### src/cmfuv_pkg.sv
// Shared types, constants and helpers for the cube map face / UV unit.
// No dependencies; every other file imports this package.
package cmfuv_pkg;

	// default direction component width (signed, Q1.14 at 16 bits)
	localparam int COORD_BITS_DEF = 16;

	// fraction bits of the Q1.16 texture coordinates
	localparam int FRAC_BITS = 16;
	// quotient width: one integer bit plus the fraction
	localparam int QW = FRAC_BITS + 1;
	// one step per quotient bit
	localparam int DIV_STEPS = QW;
	// 1.0 in Q1.16
	localparam logic [QW-1:0] QONE = QW'(1) << FRAC_BITS;

	typedef enum logic [2:0] {
		FACE_PLUS_Y  = 3'd0,
		FACE_MINUS_X = 3'd1,
		FACE_MINUS_Y = 3'd2,
		FACE_PLUS_X  = 3'd3,
		FACE_PLUS_Z  = 3'd4,
		FACE_MINUS_Z = 3'd5
	} face_t;

	// per-item sideband that rides along the divider
	typedef struct packed {
		face_t face;
		logic  zero;
	} side_t;

	// tile column of a face in the 4x3 cross
	function automatic logic [1:0] tile_col(face_t f);
		logic [1:0] col;
		case (f)
			FACE_PLUS_X:  col = 2'd0;
			FACE_MINUS_Y: col = 2'd1;
			FACE_MINUS_X: col = 2'd2;
			FACE_PLUS_Y:  col = 2'd3;
			default:      col = 2'd2;
		endcase
		return col;
	endfunction

	// tile row of a face in the 4x3 cross
	function automatic logic [1:0] tile_row(face_t f);
		logic [1:0] row;
		case (f)
			FACE_PLUS_Z:  row = 2'd0;
			FACE_MINUS_Z: row = 2'd2;
			default:      row = 2'd1;
		endcase
		return row;
	endfunction

endpackage

### src/cmfuv_if.sv
// Valid/ready channel interfaces: direction input and face/UV result.
// Depends on cmfuv_pkg.
interface cmfuv_dir_if #(
	parameter int COORD_BITS = cmfuv_pkg::COORD_BITS_DEF
);
	import cmfuv_pkg::*;

	logic                         valid;
	logic                         ready;
	logic signed [COORD_BITS-1:0] dir_x;
	logic signed [COORD_BITS-1:0] dir_y;
	logic signed [COORD_BITS-1:0] dir_z;

	modport source (output valid, dir_x, dir_y, dir_z, input ready);
	modport sink   (input valid, dir_x, dir_y, dir_z, output ready);
endinterface

interface cmfuv_uv_if;
	import cmfuv_pkg::*;

	logic          valid;
	logic          ready;
	face_t         face;
	logic [QW-1:0] tex_u;
	logic [QW-1:0] tex_v;
	logic          zero_error;

	modport source (output valid, face, tex_u, tex_v, zero_error, input ready);
	modport sink   (input valid, face, tex_u, tex_v, zero_error, output ready);
endinterface

### src/cmfuv_select.sv
// Front end: face selection (stage 1) and numerator/divisor build (stage 2).
// Depends on cmfuv_pkg.
module cmfuv_select #(
	parameter int COORD_BITS = cmfuv_pkg::COORD_BITS_DEF
) (
	input  logic                         clk,
	input  logic                         arst_n,
	input  logic                         in_valid,
	output logic                         in_ready,
	input  logic signed [COORD_BITS-1:0] dir_x,
	input  logic signed [COORD_BITS-1:0] dir_y,
	input  logic signed [COORD_BITS-1:0] dir_z,
	output logic                         out_valid,
	input  logic                         out_ready,
	output cmfuv_pkg::side_t             out_side,
	output logic [COORD_BITS+2:0]        num_u,
	output logic [COORD_BITS+2:0]        den_u,
	output logic [COORD_BITS+2:0]        num_v,
	output logic [COORD_BITS+2:0]        den_v
);
	import cmfuv_pkg::*;

	localparam int W = COORD_BITS + 3;

	// stage 1 combinational
	logic [COORD_BITS-1:0]        ax, ay, az;
	logic                         x_gt_y, x_gt_z, y_gt_z;
	face_t                        face_c;
	logic [COORD_BITS-1:0]        m_c;
	logic signed [COORD_BITS-1:0] ru_c, rv_c;

	// stage 1 registers
	logic                         valid_s1;
	logic                         ready_s1;
	face_t                        face_s1;
	logic                         zero_s1;
	logic [COORD_BITS-1:0]        m_s1;
	logic signed [COORD_BITS-1:0] ru_s1, rv_s1;

	// stage 2 combinational
	logic [W-1:0] m_w, ru_w, rv_w, nu_c, nv_c;
	logic [1:0]   tc, tr;

	// stage 2 registers
	logic         valid_s2;
	logic         ready_s2;
	side_t        side_s2;
	logic [W-1:0] nu_s2, nv_s2, du_s2, dv_s2;

	// magnitudes; the most negative value maps to 2^(COORD_BITS-1) unsigned
	always_comb begin
		ax = dir_x[COORD_BITS-1] ? (~dir_x + 1'b1) : dir_x;
		ay = dir_y[COORD_BITS-1] ? (~dir_y + 1'b1) : dir_y;
		az = dir_z[COORD_BITS-1] ? (~dir_z + 1'b1) : dir_z;
		x_gt_y = ax > ay;
		x_gt_z = ax > az;
		y_gt_z = ay > az;
	end

	// strict compares: ties fall through to Y, then Z
	always_comb begin
		if (x_gt_y && x_gt_z) begin
			m_c    = ax;
			ru_c   = dir_y;
			rv_c   = dir_z;
			face_c = dir_x[COORD_BITS-1] ? FACE_MINUS_X : FACE_PLUS_X;
		end else if (!x_gt_y && y_gt_z) begin
			m_c    = ay;
			ru_c   = dir_x;
			rv_c   = dir_z;
			face_c = dir_y[COORD_BITS-1] ? FACE_MINUS_Y : FACE_PLUS_Y;
		end else begin
			m_c    = az;
			ru_c   = dir_x;
			rv_c   = dir_y;
			face_c = dir_z[COORD_BITS-1] ? FACE_MINUS_Z : FACE_PLUS_Z;
		end
	end

	assign ready_s2 = !valid_s2 || out_ready;
	assign ready_s1 = !valid_s1 || ready_s2;
	assign in_ready = ready_s1;

	always_ff @(posedge clk or negedge arst_n) begin
		if (!arst_n) begin
			valid_s1 <= 1'b0;
		end else if (ready_s1) begin
			valid_s1 <= in_valid;
		end
	end

	always_ff @(posedge clk) begin
		if (in_valid && ready_s1) begin
			face_s1 <= face_c;
			zero_s1 <= (m_c == '0);
			m_s1    <= m_c;
			ru_s1   <= ru_c;
			rv_s1   <= rv_c;
		end
	end

	// u = (ru + m + 2*m*col) / 8m, v = (rv + m + 2*m*row) / 6m
	always_comb begin
		m_w  = W'(m_s1);
		ru_w = W'(ru_s1);
		rv_w = W'(rv_s1);
		tc   = tile_col(face_s1);
		tr   = tile_row(face_s1);
		nu_c = ru_w + m_w + (tc[0] ? (m_w << 1) : '0) + (tc[1] ? (m_w << 2) : '0);
		nv_c = rv_w + m_w + (tr[0] ? (m_w << 1) : '0) + (tr[1] ? (m_w << 2) : '0);
	end

	always_ff @(posedge clk or negedge arst_n) begin
		if (!arst_n) begin
			valid_s2 <= 1'b0;
		end else if (ready_s2) begin
			valid_s2 <= valid_s1;
		end
	end

	always_ff @(posedge clk) begin
		if (valid_s1 && ready_s2) begin
			side_s2.face <= face_s1;
			side_s2.zero <= zero_s1;
			nu_s2        <= nu_c;
			nv_s2        <= nv_c;
			du_s2        <= m_w << 3;
			dv_s2        <= (m_w << 2) + (m_w << 1);
		end
	end

	assign out_valid = valid_s2;
	assign out_side  = side_s2;
	assign num_u     = nu_s2;
	assign den_u     = du_s2;
	assign num_v     = nv_s2;
	assign den_v     = dv_s2;

	// the minor component never exceeds the major, so the quotient stays <= 1
	a_num_bound: assert property (@(posedge clk) disable iff (!arst_n)
		valid_s2 && !side_s2.zero |-> nu_s2 <= du_s2 && nv_s2 <= dv_s2)
		else $error("numerator exceeds divisor");

endmodule

### src/cmfuv_div_step.sv
// One restoring-division step for both u and v, with its pipeline register.
// Depends on cmfuv_pkg.
module cmfuv_div_step #(
	parameter int COORD_BITS = cmfuv_pkg::COORD_BITS_DEF,
	// 0 for the integer bit (no shift), 1 for a fraction bit
	parameter bit SHIFT = 1'b1
) (
	input  logic                       clk,
	input  logic                       arst_n,
	input  logic                       in_valid,
	output logic                       in_ready,
	input  cmfuv_pkg::side_t           in_side,
	input  logic [COORD_BITS+2:0]      in_rem_u,
	input  logic [COORD_BITS+2:0]      in_den_u,
	input  logic [cmfuv_pkg::QW-1:0]   in_quo_u,
	input  logic [COORD_BITS+2:0]      in_rem_v,
	input  logic [COORD_BITS+2:0]      in_den_v,
	input  logic [cmfuv_pkg::QW-1:0]   in_quo_v,
	output logic                       out_valid,
	input  logic                       out_ready,
	output cmfuv_pkg::side_t           out_side,
	output logic [COORD_BITS+2:0]      out_rem_u,
	output logic [COORD_BITS+2:0]      out_den_u,
	output logic [cmfuv_pkg::QW-1:0]   out_quo_u,
	output logic [COORD_BITS+2:0]      out_rem_v,
	output logic [COORD_BITS+2:0]      out_den_v,
	output logic [cmfuv_pkg::QW-1:0]   out_quo_v
);
	import cmfuv_pkg::*;

	localparam int W = COORD_BITS + 3;

	logic [W:0]    trial_u, trial_v, diff_u, diff_v;
	logic          ge_u, ge_v;

	logic          valid_q;
	side_t         side_q;
	logic [W-1:0]  rem_u_q, den_u_q, rem_v_q, den_v_q;
	logic [QW-1:0] quo_u_q, quo_v_q;

	always_comb begin
		trial_u = SHIFT ? {in_rem_u, 1'b0} : {1'b0, in_rem_u};
		trial_v = SHIFT ? {in_rem_v, 1'b0} : {1'b0, in_rem_v};
		ge_u    = trial_u >= {1'b0, in_den_u};
		ge_v    = trial_v >= {1'b0, in_den_v};
		diff_u  = ge_u ? (trial_u - {1'b0, in_den_u}) : trial_u;
		diff_v  = ge_v ? (trial_v - {1'b0, in_den_v}) : trial_v;
	end

	assign in_ready = !valid_q || out_ready;

	always_ff @(posedge clk or negedge arst_n) begin
		if (!arst_n) begin
			valid_q <= 1'b0;
		end else if (in_ready) begin
			valid_q <= in_valid;
		end
	end

	// remainder stays below the divisor, so the top bit drops
	always_ff @(posedge clk) begin
		if (in_valid && in_ready) begin
			side_q  <= in_side;
			rem_u_q <= diff_u[W-1:0];
			rem_v_q <= diff_v[W-1:0];
			den_u_q <= in_den_u;
			den_v_q <= in_den_v;
			quo_u_q <= {in_quo_u[QW-2:0], ge_u};
			quo_v_q <= {in_quo_v[QW-2:0], ge_v};
		end
	end

	assign out_valid = valid_q;
	assign out_side  = side_q;
	assign out_rem_u = rem_u_q;
	assign out_den_u = den_u_q;
	assign out_quo_u = quo_u_q;
	assign out_rem_v = rem_v_q;
	assign out_den_v = den_v_q;
	assign out_quo_v = quo_v_q;

	a_rem_bound: assert property (@(posedge clk) disable iff (!arst_n)
		valid_q && !side_q.zero |-> rem_u_q < den_u_q && rem_v_q < den_v_q)
		else $error("partial remainder not below divisor");

	a_stall_hold: assert property (@(posedge clk) disable iff (!arst_n)
		valid_q && !out_ready |=> valid_q && $stable(quo_u_q) && $stable(quo_v_q))
		else $error("stalled step lost its quotient");

endmodule

### src/cmfuv_round.sv
// Final half-up rounding, zero-vector handling and the output register.
// Depends on cmfuv_pkg and cmfuv_uv_if.
module cmfuv_round #(
	parameter int COORD_BITS = cmfuv_pkg::COORD_BITS_DEF
) (
	input  logic                     clk,
	input  logic                     arst_n,
	input  logic                     in_valid,
	output logic                     in_ready,
	input  cmfuv_pkg::side_t         in_side,
	input  logic [COORD_BITS+2:0]    in_rem_u,
	input  logic [COORD_BITS+2:0]    in_den_u,
	input  logic [cmfuv_pkg::QW-1:0] in_quo_u,
	input  logic [COORD_BITS+2:0]    in_rem_v,
	input  logic [COORD_BITS+2:0]    in_den_v,
	input  logic [cmfuv_pkg::QW-1:0] in_quo_v,
	cmfuv_uv_if.source               uv
);
	import cmfuv_pkg::*;

	localparam int W = COORD_BITS + 3;

	logic [W:0]    sum_u, sum_v;
	logic          up_u, up_v;
	logic [QW-1:0] tex_u_c, tex_v_c;

	logic          valid_q;
	face_t         face_q;
	logic [QW-1:0] tex_u_q, tex_v_q;
	logic          zero_q;

	// divisors are even; adding half of one decides the rounding carry
	always_comb begin
		sum_u   = {1'b0, in_rem_u} + {2'b0, in_den_u[W-1:1]};
		sum_v   = {1'b0, in_rem_v} + {2'b0, in_den_v[W-1:1]};
		up_u    = sum_u >= {1'b0, in_den_u};
		up_v    = sum_v >= {1'b0, in_den_v};
		tex_u_c = in_side.zero ? '0 : (in_quo_u + QW'(up_u));
		tex_v_c = in_side.zero ? '0 : (in_quo_v + QW'(up_v));
	end

	assign in_ready = !valid_q || uv.ready;

	always_ff @(posedge clk or negedge arst_n) begin
		if (!arst_n) begin
			valid_q <= 1'b0;
		end else if (in_ready) begin
			valid_q <= in_valid;
		end
	end

	always_ff @(posedge clk) begin
		if (in_valid && in_ready) begin
			face_q  <= in_side.face;
			zero_q  <= in_side.zero;
			tex_u_q <= tex_u_c;
			tex_v_q <= tex_v_c;
		end
	end

	assign uv.valid      = valid_q;
	assign uv.face       = face_q;
	assign uv.tex_u      = tex_u_q;
	assign uv.tex_v      = tex_v_q;
	assign uv.zero_error = zero_q;

	a_zero_result: assert property (@(posedge clk) disable iff (!arst_n)
		valid_q && zero_q |-> tex_u_q == '0 && tex_v_q == '0 && face_q == FACE_PLUS_Z)
		else $error("zero vector result malformed");

	a_uv_range: assert property (@(posedge clk) disable iff (!arst_n)
		valid_q && !zero_q |-> tex_u_q <= QONE && tex_v_q <= QONE)
		else $error("texture coordinate above one");

endmodule

### src/cube_map_face_uv_unit.sv
// Top level of the cube map face / UV unit: select front end, divider steps,
// rounding stage. Depends on cmfuv_pkg, the channel interfaces and submodules.
//
// Takes one signed direction per cycle and returns the cube face of largest
// magnitude plus its UV in a 4x3 cross layout, unsigned Q1.16. Throughput is
// one item per clock while the output is ready. Each item passes the face
// selection and numerator build registers, one restoring-division step per
// quotient bit (a 17-bit quotient at the default), then the rounding stage into
// the output register. Each stage holds its item while the next one is full, so
// bubbles close up under backpressure and nothing is dropped. A zero vector
// gives face +Z, zero UV and zero_error set.
module cube_map_face_uv_unit #(
	parameter int COORD_BITS = cmfuv_pkg::COORD_BITS_DEF
) (
	input  logic       clk,
	input  logic       arst_n,
	cmfuv_dir_if.sink  dir,
	cmfuv_uv_if.source uv
);
	import cmfuv_pkg::*;

	localparam int W = COORD_BITS + 3;

	logic          st_valid [0:DIV_STEPS];
	logic          st_ready [0:DIV_STEPS];
	side_t         st_side  [0:DIV_STEPS];
	logic [W-1:0]  st_rem_u [0:DIV_STEPS];
	logic [W-1:0]  st_den_u [0:DIV_STEPS];
	logic [QW-1:0] st_quo_u [0:DIV_STEPS];
	logic [W-1:0]  st_rem_v [0:DIV_STEPS];
	logic [W-1:0]  st_den_v [0:DIV_STEPS];
	logic [QW-1:0] st_quo_v [0:DIV_STEPS];

	cmfuv_select #(.COORD_BITS(COORD_BITS)) u_select (
		.clk       (clk),
		.arst_n    (arst_n),
		.in_valid  (dir.valid),
		.in_ready  (dir.ready),
		.dir_x     (dir.dir_x),
		.dir_y     (dir.dir_y),
		.dir_z     (dir.dir_z),
		.out_valid (st_valid[0]),
		.out_ready (st_ready[0]),
		.out_side  (st_side[0]),
		.num_u     (st_rem_u[0]),
		.den_u     (st_den_u[0]),
		.num_v     (st_rem_v[0]),
		.den_v     (st_den_v[0])
	);

	assign st_quo_u[0] = '0;
	assign st_quo_v[0] = '0;

	// first step yields the integer bit, the rest one fraction bit each
	for (genvar i = 0; i < DIV_STEPS; i++) begin : g_step
		cmfuv_div_step #(
			.COORD_BITS (COORD_BITS),
			.SHIFT      (i != 0)
		) u_step (
			.clk       (clk),
			.arst_n    (arst_n),
			.in_valid  (st_valid[i]),
			.in_ready  (st_ready[i]),
			.in_side   (st_side[i]),
			.in_rem_u  (st_rem_u[i]),
			.in_den_u  (st_den_u[i]),
			.in_quo_u  (st_quo_u[i]),
			.in_rem_v  (st_rem_v[i]),
			.in_den_v  (st_den_v[i]),
			.in_quo_v  (st_quo_v[i]),
			.out_valid (st_valid[i+1]),
			.out_ready (st_ready[i+1]),
			.out_side  (st_side[i+1]),
			.out_rem_u (st_rem_u[i+1]),
			.out_den_u (st_den_u[i+1]),
			.out_quo_u (st_quo_u[i+1]),
			.out_rem_v (st_rem_v[i+1]),
			.out_den_v (st_den_v[i+1]),
			.out_quo_v (st_quo_v[i+1])
		);
	end

	cmfuv_round #(.COORD_BITS(COORD_BITS)) u_round (
		.clk      (clk),
		.arst_n   (arst_n),
		.in_valid (st_valid[DIV_STEPS]),
		.in_ready (st_ready[DIV_STEPS]),
		.in_side  (st_side[DIV_STEPS]),
		.in_rem_u (st_rem_u[DIV_STEPS]),
		.in_den_u (st_den_u[DIV_STEPS]),
		.in_quo_u (st_quo_u[DIV_STEPS]),
		.in_rem_v (st_rem_v[DIV_STEPS]),
		.in_den_v (st_den_v[DIV_STEPS]),
		.in_quo_v (st_quo_v[DIV_STEPS]),
		.uv       (uv)
	);

endmodule

### src/flat_wrapper.sv
// flat-port wrapper written by rule: the top's interface ports become plain ports
module cube_map_face_uv_unit_flat import cmfuv_pkg::*;
#(
	parameter int COORD_BITS = cmfuv_pkg::COORD_BITS_DEF
)
  (clk, arst_n, dir_valid, dir_dir_x, dir_dir_y, dir_dir_z, dir_ready, uv_valid, uv_face, uv_tex_u, uv_tex_v, uv_zero_error, uv_ready);
  cmfuv_dir_if #(.COORD_BITS(COORD_BITS)) dir_i ();
  cmfuv_uv_if uv_i ();
  input  logic clk;
  input  logic arst_n;
  input wire logic [$bits(dir_i.valid)-1:0] dir_valid;
  input wire logic [$bits(dir_i.dir_x)-1:0] dir_dir_x;
  input wire logic [$bits(dir_i.dir_y)-1:0] dir_dir_y;
  input wire logic [$bits(dir_i.dir_z)-1:0] dir_dir_z;
  output wire logic [$bits(dir_i.ready)-1:0] dir_ready;
  output wire logic [$bits(uv_i.valid)-1:0] uv_valid;
  output wire logic [$bits(uv_i.face)-1:0] uv_face;
  output wire logic [$bits(uv_i.tex_u)-1:0] uv_tex_u;
  output wire logic [$bits(uv_i.tex_v)-1:0] uv_tex_v;
  output wire logic [$bits(uv_i.zero_error)-1:0] uv_zero_error;
  input wire logic [$bits(uv_i.ready)-1:0] uv_ready;
  assign dir_i.valid = dir_valid;
  assign dir_i.dir_x = dir_dir_x;
  assign dir_i.dir_y = dir_dir_y;
  assign dir_i.dir_z = dir_dir_z;
  assign dir_ready = dir_i.ready;
  assign uv_valid = uv_i.valid;
  assign uv_face = uv_i.face;
  assign uv_tex_u = uv_i.tex_u;
  assign uv_tex_v = uv_i.tex_v;
  assign uv_zero_error = uv_i.zero_error;
  assign uv_i.ready = uv_ready;
  cube_map_face_uv_unit #(.COORD_BITS(COORD_BITS)) u_core (.clk(clk), .arst_n(arst_n), .dir(dir_i), .uv(uv_i));
endmodule
### config.mk
export PLATFORM = sky130hd
export DESIGN_NAME = cube_map_face_uv_unit_flat
export DESIGN_NICKNAME = d
export VERILOG_FILES = /design/src/cmfuv_pkg.sv /design/src/cmfuv_if.sv /design/src/cmfuv_select.sv /design/src/cmfuv_div_step.sv /design/src/cmfuv_round.sv /design/src/cube_map_face_uv_unit.sv /design/src/flat_wrapper.sv
export SDC_FILE = /design/constraint.sdc
export NUM_CORES = 2
export LEC_CHECK = 0
export BUFFER_PORTS_ARGS = -buffer_cell sky130_fd_sc_hd__buf_2
export CAP_MARGIN = 20
export CORE_ASPECT_RATIO = 0.8
export CORE_MARGIN = 3
export CORE_UTILIZATION = 33
export DETAILED_ROUTE_END_ITERATION = 6
export GPL_ROUTABILITY_DRIVEN = 0
export PLACE_DENSITY = 0.56
export RECOVER_POWER = 100
export SYNTH_ARGS = -nofsm -noshare
export SYNTH_HDL_FRONTEND = slang
export SYNTH_HIERARCHICAL = 1
export SYNTH_SLANG_ARGS = --single-unit
### constraint.sdc
create_clock -name clk -period 5.75 [get_ports clk]
set_input_delay 0.2875 -clock clk [delete_from_list [all_inputs] [get_ports clk]]
set_output_delay 0.2875 -clock clk [all_outputs]
set_load 0.005 [all_outputs]
==> results.txt <==
- In the post-route analysis, the smallest setup slack over all paths is around 0.0076 ns.
- The final reports fail on capacitance limit, slew limit.
- The floorplan step set the die height to roughly 520 µm.
- Count of maximum capacitance violations: 21
- Final setup vio count: 0
- Post-Route WL: ~270000 µm
* Port buffer count: 91
* Worst r2r path cells: 21
- DRT iter0 DRCs: 6718
* Max Buffers Root-to-Sink: 4
- Counting both buffers and inverters, the worst setup path holds a total of 7.
- In the final layout, the share of cells above drive strength 1 is 0.0775.
- Residual overflow from global routing: 0
- The startpoint identified for the worst hold timing path is dir_dir_z[0].
- For this run, design rule violations remaining after detail routing come to 0.
* Setup repair after global routing missed its margin: no
* Final ANT Viol Nets: 0
- Vias per std cell: 5.29
* Post-layout utilization of the core: 0.367
- DIE AREA: 0.341 mm²
* Initial core utilization: 0.332
- The via count of the first global-routing pass was between 70000 and 80000.
- The worst pin sits at a relative slew slack of -1.24.
* Most frequent cells in the layout: sky130_fd_sc_hd__edfxtp_1 (1831), sky130_fd_sc_hd__inv_1 (926), sky130_fd_sc_hd__ha_1 (828)
- In this run the horizontal extent of the chip is approximately 650 µm.
* Post-synthesis area per instance: roughly 12 µm²
* Cell depth of the worst min-delay path: 3
- The flow ran to the end, but the final reports show violations.
- Summing all placed instances gives a cell area of ~0.12 mm².
* Setup slack of the most critical reg-to-reg path: 0.45 ns
- STA classifies the critical path startpoint as a primary input.
- Worst setup path category: primary input to flop
- Worst Hold Path EP: u_core/u_select/rv_s1[0]$_DFFE_PP_
- Number of antenna violations at the first check in global routing: 7
- Number of H-tree levels: 4
- Root cell of the clock tree: sky130_fd_sc_hd__clkbuf_16
* Area growth syn-to-layout: 10.7%
* Total power: 0.0769 W
- STA classifies the critical path endpoint as a flop.
- TritonCTS clock tree: yes
* Peak VDD IR: between 0.2 and 0.3 mV
* Stage delay of the slowest cell on the critical path: 0.56 ns
- Broken down by cell family, the worst path's largest delay share belongs to buffers and inverters.
* Vias: 75000
- After synthesis the cells add up to 0.110 mm².
- Signal arrival time at the worst endpoint: about 6.3 ns
* Total routing usage reported by global routing: 0.151
- The final number of hold-violating endpoints came to 0.
- Synthesis produced 9305 cells.
- Post-DP HPWL: roughly 200000 µm
- In this run the critical register-to-register path is captured at u_core/u_round/uv.tex_v[12]$_SDFFCE_PP0P_.
- Leading cell type in the layout, fill and taps excluded: sky130_fd_sc_hd__edfxtp_1
- Before antenna repair, the detailed router went through 5 iterations.
- Clock slew at reported path FFs: approximately 0.060 ns
* Worst-skew pair later-pin latency: between 0.8 and 0.9 ns
- In this run the power density over the cells is around 630 mW/mm².
- The signal on the critical path passes through dlygate4sd3_1 -> buf_2 -> inv_1 -> ha_1 -> nand2b_1 -> or2_2 -> or3_1 -> o41ai_1 -> xor2_1 -> inv_1 -> ha_1 -> a21o_1 -> a221oi_1 -> o31a_1 -> o221ai_1 -> nand3_1 -> and3_1 -> buf_4 -> nor2_2 -> buf_6 -> mux2_2 -> dlygate4sd3_1.
* Number of placed I/O pins: 92
- Summed over all cells, the static leakage comes to 47.7 nW.
* Global-route wire length before repair: around 420000 µm
- In the final routed layout, each cell accounts on average for 18.8 µm.
* Net count of the finished layout: roughly 11000
* Clock period minus final worst setup slack: around 5.7 ns
- Maximum number of pins on one net before global-route repair: between 100 and 150
- For this design, the slowest cell found on the critical path is sky130_fd_sc_hd__dlygate4sd3_1.
- The tightest min-delay check is of the primary input to flop type.
- At the pin with the least slew margin, the transition time is between 3 and 4 ns.
* Startpoint of the worst register-to-register path: u_core/g_step[16].u_step/out_den_v[1]$_DFFE_PP_
- Maximum clock frequency: 0.174 GHz
- Dividing the final minimum period by the clock period gives 0.999.
* Sum of negative setup slack: 0 ns
* Largest fanout on the critical path: 17
* FP Rows: 189
- For this run, the number of Yosys warnings is 6.
- Placeable core area: approximately 0.33 mm²
- Required time at the endpoint of the critical path: 6.30 ns
* Total count of max-transition violations in the final report: 1222
- Clock skew on the completed layout was measured at between 0.1 and 0.15 ns.
- Counting the buffers created by CTS gives 208.
- CTS Sinks: ~1900
- OpenSTA, run right after detailed placement, puts the worst setup slack at 0.232 ns.
- Area of all placed cells without fillers: ~0.12 mm²
routing by layer:
| metal | vias up | GRT usage | wire length (µm) |
|---|---|---|---|
| li1 | 35600 | - | - |
| met1 | 36600 | 0.218 | 127000 |
| met2 | 2365 | 0.235 | 115000 |
| met3 | 449 | 0.0276 | 17400 |
| met4 | 2 | 0.0376 | 6830 |
| met5 | - | 0 | 13 |
worst min-delay path, stage by stage:
cell	delay [ns]
sky130_fd_sc_hd__buf_2	0.15
sky130_fd_sc_hd__inv_1	0.13
sky130_fd_sc_hd__o21ai_0	0.22
metrics by stage:
step,cells,hold WS [ns]
6_report,14200,0.0893
5_1_grt,14200,0.0618
4_1_cts,14200,0.00776
3_5_place_dp,13700,0.405
3_3_place_gp,13700,0.400
2_1_floorplan,9308,-0.00809
what timing repair did:
action                                 in CTS  in global routing
pin swaps                                   0                  0
endpoints found under the hold margin      60                  0
gates resized for setup                     1                  6
hold buffers                               65                  0
setup endpoints to repair                   1                 14
buffers inserted                            0                  0
area by class of cell:
type | instances | area [µm²]
Fill cell | 32000 | 210000
Multi-Input combinational cell | 6421 | 49400
Clock buffer | 246 | 5420
Tap cell | 4393 | 5500
Timing Repair Buffer | 208 | 1450
Clock inverter | 125 | 1110
Sequential cell | 1851 | 55500
Inverter | 928 | 3480
Antenna cell | 2 | 5.00
worst max-delay path by stage:
stage / start / to / slack (ns) / cells past startpoint
global placement: dir_dir_y[5] / u_core/u_select/zero_s1$_DFFE_PP_ / 0.23 / 20
global route: dir_dir_x[0] / u_core/u_select/rv_s1[14]$_DFFE_PP_ / 0.03 / 22
floorplan: u_core/u_round/uv.valid$_DFFE_PN0N_ / u_core/g_step[0].u_step/out_den_u[0]$_DFFE_PP_ / 0.83 / 19
CTS: u_core/u_round/uv.valid$_DFFE_PN0N_ / dir_ready / 0.04 / 20
detailed placement: dir_dir_y[5] / u_core/u_select/zero_s1$_DFFE_PP_ / 0.23 / 19
finish: dir_dir_x[0] / u_core/u_select/rv_s1[12]$_DFFE_PP_ / 0.008 / 22
sequential cells by signal, summed over array words and instances (netlist names), 3 cells and up:
name,flops
u_core/g_step.u_step/out_valid,17
u_core/u_round/uv.tex_v,17
u_core/g_step.u_step/out_den_u,323
u_core/u_round/uv.tex_u,17
u_core/u_select/num_v,19
u_core/g_step.u_step/out_quo_v,153
u_core/g_step.u_step/out_quo_u,153
u_core/u_select/num_u,19
u_core/u_select/rv_s1,16
u_core/u_round/uv.face,3
u_core/u_select/den_u,16
u_core/u_select/out_side,4
u_core/u_select/den_v,17
u_core/u_select/face_s1,3
u_core/g_step.u_step/out_side,68
u_core/g_step.u_step/out_den_v,323
u_core/g_step.u_step/out_rem_v,323
u_core/g_step.u_step/out_rem_u,323
u_core/u_select/m_s1,16
u_core/u_select/ru_s1,16
power breakdown:
group	switching [W]	internal, W	leakage, nW
sequential	0.00288	0.0218	18.1
combinational	0.0225	0.0168	26.4
clock	0.00543	0.00747	3.16
total	0.0308	0.0460	47.7
(Power assumes the default switching activity.)
